## src/rtl/window_run_length_nonuniformity_top_assert.svh

```systemverilog
// Assertion macros shared by the window run-length nonuniformity block.
// Each macro expects signals named clk and arst_n in the using scope.
`ifndef WINDOW_RUN_LENGTH_NONUNIFORMITY_TOP_ASSERT_SVH
`define WINDOW_RUN_LENGTH_NONUNIFORMITY_TOP_ASSERT_SVH

`ifndef ASSERT_OFF

`define WRLN_ASSERT_SAME(label, ante, cons) \
	label: assert property (@(posedge clk) disable iff (!arst_n) (ante) |-> (cons)) \
		else $error("window run-length check failed");

`define WRLN_ASSERT_NEXT(label, ante, cons) \
	label: assert property (@(posedge clk) disable iff (!arst_n) (ante) |=> (cons)) \
		else $error("window run-length check failed");

`else

`define WRLN_ASSERT_SAME(label, ante, cons)

`define WRLN_ASSERT_NEXT(label, ante, cons)

`endif

`endif

```

## src/rtl/wrln_pkg.sv

```systemverilog
package wrln_pkg;

	typedef logic [3:0] nu_t;
	typedef logic [1:0] rcnt_t;

	typedef enum logic {
		CFG_WIDTH  = 1'b0,
		CFG_HEIGHT = 1'b1
	} cfg_index_t;

	// Result for a window with k1 rows of three distinct levels and k2 rows
	// holding one pair; the remaining rows are uniform. This is the floored
	// quotient (n1^2 + n2^2 + n3^2) / (n1 + n2 + n3) for each mix of rows.
	function automatic nu_t nu_lookup(rcnt_t k1, rcnt_t k2);
		nu_t r;
		case ({k1, k2})
			4'b11_00: r = 4'd9;
			4'b10_01: r = 4'd6;
			4'b10_00: r = 4'd5;
			4'b01_10: r = 4'd4;
			4'b01_01: r = 4'd3;
			4'b01_00: r = 4'd2;
			4'b00_11: r = 4'd3;
			4'b00_10: r = 4'd1;
			4'b00_01: r = 4'd1;
			4'b00_00: r = 4'd3;
			default: r = 4'd0;
		endcase
		return r;
	endfunction

endpackage

```

## src/rtl/wrln_kernel.sv

```systemverilog
module wrln_kernel import wrln_pkg::*; #(
	parameter int PIXEL_BITS = 8
) (
	input  logic [PIXEL_BITS-1:0] col_a [3],
	input  logic [PIXEL_BITS-1:0] col_b [3],
	input  logic [PIXEL_BITS-1:0] col_c [3],
	output nu_t                   nonuniformity
);

	logic [2:0] distinct;
	logic [2:0] paired;
	rcnt_t      k1;
	rcnt_t      k2;

	// Classify each window row: all three equal, one pair of neighbors, or
	// three runs of length one.
	always_comb begin
		for (int i = 0; i < 3; i++) begin
			distinct[i] = (col_a[i] != col_b[i]) && (col_b[i] != col_c[i]);
			paired[i]   = !distinct[i] &&
				!((col_a[i] == col_b[i]) && (col_b[i] == col_c[i]));
		end
		k1 = 2'(distinct[0]) + 2'(distinct[1]) + 2'(distinct[2]);
		k2 = 2'(paired[0]) + 2'(paired[1]) + 2'(paired[2]);
		nonuniformity = nu_lookup(k1, k2);
	end

endmodule

```

## config.mk

```make
export PLATFORM = sky130hd
export DESIGN_NAME = wrln_kernel
export DESIGN_NICKNAME = d
export VERILOG_FILES = /design/src/rtl/window_run_length_nonuniformity_top_assert.svh /design/src/rtl/wrln_pkg.sv /design/src/rtl/wrln_kernel.sv
export SDC_FILE = /design/constraint.sdc
export NUM_CORES = 1
export LEC_CHECK = 0
export BUFFER_PORTS_ARGS = -buffer_cell sky130_fd_sc_hd__buf_2
export CAP_MARGIN = 20
export CORE_MARGIN = 2
export CORE_UTILIZATION = 39
export DETAILED_ROUTE_END_ITERATION = 8
export PLACE_DENSITY = 0.91
export SYNTH_ARGS = -nofsm -noshare
export SYNTH_HDL_FRONTEND = slang
export SYNTH_SLANG_ARGS = --single-unit
```

## constraint.sdc

```tcl
create_clock -name vclk -period 4.6
set_input_delay 0.46 -clock vclk [all_inputs]
set_output_delay 0.46 -clock vclk [all_outputs]
set_load 0.01 [all_outputs]
```

# Word-level counts from Yosys, hierarchy flattened
# Memories as Yosys holds them, arrays and structs flattened.
# Cells that the tools add are included.
classes:
  add_sub_neg: 4
  eq_ne: 12
  reduce_logical: 15
op_table:
  columns: ["cell", "count"]
  rows:
  - ["8-bit == test", 6]
  - ["8-bit inequality test", 6]
  - ["1-bit logical AND", 9]
  - ["1-bit logical NOT", 6]
  - ["1-bit by 1-bit adder with 2-bit output", 2]
  - ["2-bit by 1-bit adder with 2-bit output", 2]
word_totals:
  regBits: 0
  rom_bits: 64
  input_bits: 72
  out_inout_bits: 4
  mem_count: 1
mem_list:
  columns: ["memory", "words", "word_bits", "read_ports", "rd_ports_with_merged_regs", "wr", "line_no", "text"]
  rows:
  - ["(no name shown)", 16, 4, 1, 0, 0, "wrln_pkg.sv:16", "case ({k1, k2})"]

# Logic depth before layout (Yosys ltp)
# An unclocked memory read counts as a cell.
depth:
  word_depth: 7
  ltp_mapped: 8
  mapped_depth_nobuf: 8

# Worst setup path before layout
# No wires, ideal clock.
synth_path:
  path_kind: "input-to-output"
  startpoint: "in col_a[22] in the netlist's numbering"
  endpoint: "out nonuniformity[1]"
  arrival_time_ps: 2265
  required_time_ps: 4140
  slack_ps: 1875
  cell_stages: 7
  path_cell_list: "xor2_1 > nor4_1 > nand2_1 > ha_1 > fa_1 > nand2_1 > o32ai_1"
synth_between:
  elab_chain_cells: 7
  elab_cells_between_ends: 12
synth_lines:
  columns: ["element", "line_no", "text"]
  rows:
  - ["start, declared", "wrln_kernel.sv:4", "input logic [PIXEL_BITS-1:0] col_a [3],"]
  - ["8-bit inequality test or 8-bit == test (tied branches)", "wrln_kernel.sv:19, wrln_kernel.sv:21", null]
  - ["1-bit logical AND, on equally long branches", "wrln_kernel.sv:19, wrln_kernel.sv:21", null]
  - ["1-bit logical NOT, on equally long branches", "wrln_kernel.sv:20, wrln_kernel.sv:21", null]
  - ["1-bit logical AND", "wrln_kernel.sv:20", "paired[i] = !distinct[i] &&"]
  - ["1-bit by 1-bit adder with 2-bit output", "wrln_kernel.sv:24", "k2 = 2'(paired[0]) + 2'(paired[1]) + 2'(paired[2]);"]
  - ["2-bit by 1-bit adder with 2-bit output", "wrln_kernel.sv:24", null]
  - ["memory 16 x 4 bit *", null, null]
  - ["end, declared", "wrln_kernel.sv:7", "output nu_t nonuniformity"]
# Every way passes the cells marked *; elsewhere a longest branch is shown, timed or not.

# Worst setup path in the final report
# Same ends and word-level chain as after synthesis.

==> flow_summary.json <==
{
  "yosysUniqueCellTypes": 10,
  "gpl.final_weighted_congestion": 0.662,
  "finalMaxSlewViolations": 0,
  "start_util_pct": 42.8,
  "vdd_drop_max_v": 0.0000388,
  "route.detailed.drc": 0,
  "syn_avg_cell_area_um2": 8.13,
  "layout_common_cells": "buf_2, xor2_1, nor4_1, nand2_1, nand2b_1",
  "overflow": 0,
  "worstPathArrival_ns": 2.57,
  "viasPerCell": 4.81,
  "final_core_util_pct": 68.5,
  "grt_pass1_wl_um": 2750,
  "wl_um": 1820,
  "hold_viol": 0,
  "grt_usage_pct": 17.2,
  "rsz0062_at_grt": "false",
  "critical_path_buf_inv_count": 2,
  "worst_setup_path_start_kind": "input pin",
  "synth_area_leaders": "xor2_1, nor4_1, fa_1, ha_1, nand2_1",
  "dr.pass1.iters": 3,
  "dr.first_iter.drc_count": 7,
  "layout-drive-gt1-share_pct": 48.1,
  "dp_hpwl_um": 1740,
  "nets": 237,
  "max_stage_delay_ns": 0.62,
  "slew_headroom_pct": 82.3,
  "final_antenna_net_count": 0,
  "synth.yosys.seq_area_share_pct": 0,
  "grt_max_degree": 7,
  "die_x_um": 45.4,
  "clkbuf_count": 0,
  "vias": 837,
  "netlist.area_leader.share_pct": 63.0,
  "setup-violations-final": 0,
  "grt_pass1_vias": 788,
  "drt-wirelength-per-cell_um": 10.4,
  "drt-met1-wl_um": 614,
  "drv_cap": 0,
  "hold_path_class": "in -> out",
  "tns_ns": 0,
  "diodes": 0,
  "slowest_stage": "fa_1",
  "status": "complete, no violations",
  "p_leak_uw": 0.000570,
  "path_common_cell": "buf_2",
  "fmax_mhz": 330,
  "power_density_nw_per_um2": 73.2,
  "wl_met2_um": 1080,
  "syn_nets": 159,
  "dpl_cell_area_um2": 1070,
  "cp_top_family": "adder cells",
  "mostFrequentLayoutCell": "buf_2",
  "regArea_um2": 0,
  "crit_chain": "buf_2 > xor2_1 > nor4_1 > nand2_1 > ha_1 > fa_1 > nand2b_1 > xnor2_1 > o32ai_1 > buf_2",
  "dr_wl_met3_um": 103,
  "coreArea_um2": 1560,
  "fin_area_um2": 1070,
  "required_ns": 4.14,
  "cts_hold_buf": 0,
  "dieArea_um2": 2060,
  "cts_setup_buffers": 0,
  "period_minus_slack_ns": 3.03,
  "crit_fanout": 4,
  "cp-end-kind": "primary output",
  "antenna_found_initial": 0,
  "path_class": "in -> out",
  "num_io_pins": 76,
  "rows": 14,
  "synth_area_um2": 667,
  "finalPower_uw": 78.1,
  "yosys_warnings": 0,
  "netlist_instances": 82,
  "maxUsedRoutingLayer": "met4",
  "area_growth_pct": 60.0,
  "finalCritPeriodShare_pct": 66.0,
  "worstMarginPinSlew_ns": 0.264,
  "cts_resized": 0,
  "flops_and_latches": 0,
  "dieHeight_um": 45.4,
  "io_buffers": 76,
  "synth_top_cell_by_area": "xor2_1"
}
-- synth_stat cells --
master	n
nor4_1	12
nand2b_1	4
o22ai_1	2
nor2_1	1
o32ai_1	1
xnor2_1	2
nand2_1	7
xor2_1	48
fa_1	2
ha_1	3
-- power breakdown --
group	internal [µW]	total [µW]	switching [µW]
clock	0	0	0
combinational	43.6	78.1	34.5
sequential	0	0	0
total	43.6	78.1	34.5
-- through the flow --
stage               hold slack, ns  worst slack (ns)  instances
floorplan                     1.58              1.88         82
global placement              1.85              1.64        174
detailed placement            1.88              1.55        174
CTS                           1.88              1.54        174
global route                  1.96              1.43        174
finish                        1.87              1.57        174
-- metal layers --
layer | GRT usage, % | up-vias
met5 | 0 | -
met4 | 2.35 | 0
met3 | 0 | 2
met2 | 39.7 | 34
met1 | 16.1 | 368
li1 | - | 433
-- area by class of cell --
cell class | instances | area (µm²)
Fill cell | 133 | 492
Tap cell | 16 | 20.0
Timing Repair Buffer | 76 | 380
Multi-Input combinational cell | 82 | 667
-- final timing paths --
| kind | slack, ns | depth (start not counted) | startpoint | endpoint |
|---|---|---|---|---|
| hold / removal | 1.87 | 8 | col_c[8] | nonuniformity[1] |
| setup / recovery | 1.57 | 10 | col_a[22] | nonuniformity[1] |
-- logic make-up (layout without fill, tap and decap cells) --
family / count (synthesis) / after routing / share of synthesized area (%)
fa+ha+maj: 5 / 5 / 11.6
simple gates: 24 / 24 / 19.5
xor+xnor: 50 / 50 / 65.7
compound gates: 3 / 3 / 3.19
buf+inv: 0 / 76 / 0
No activity file was read; power rests on OpenSTA's default activity.
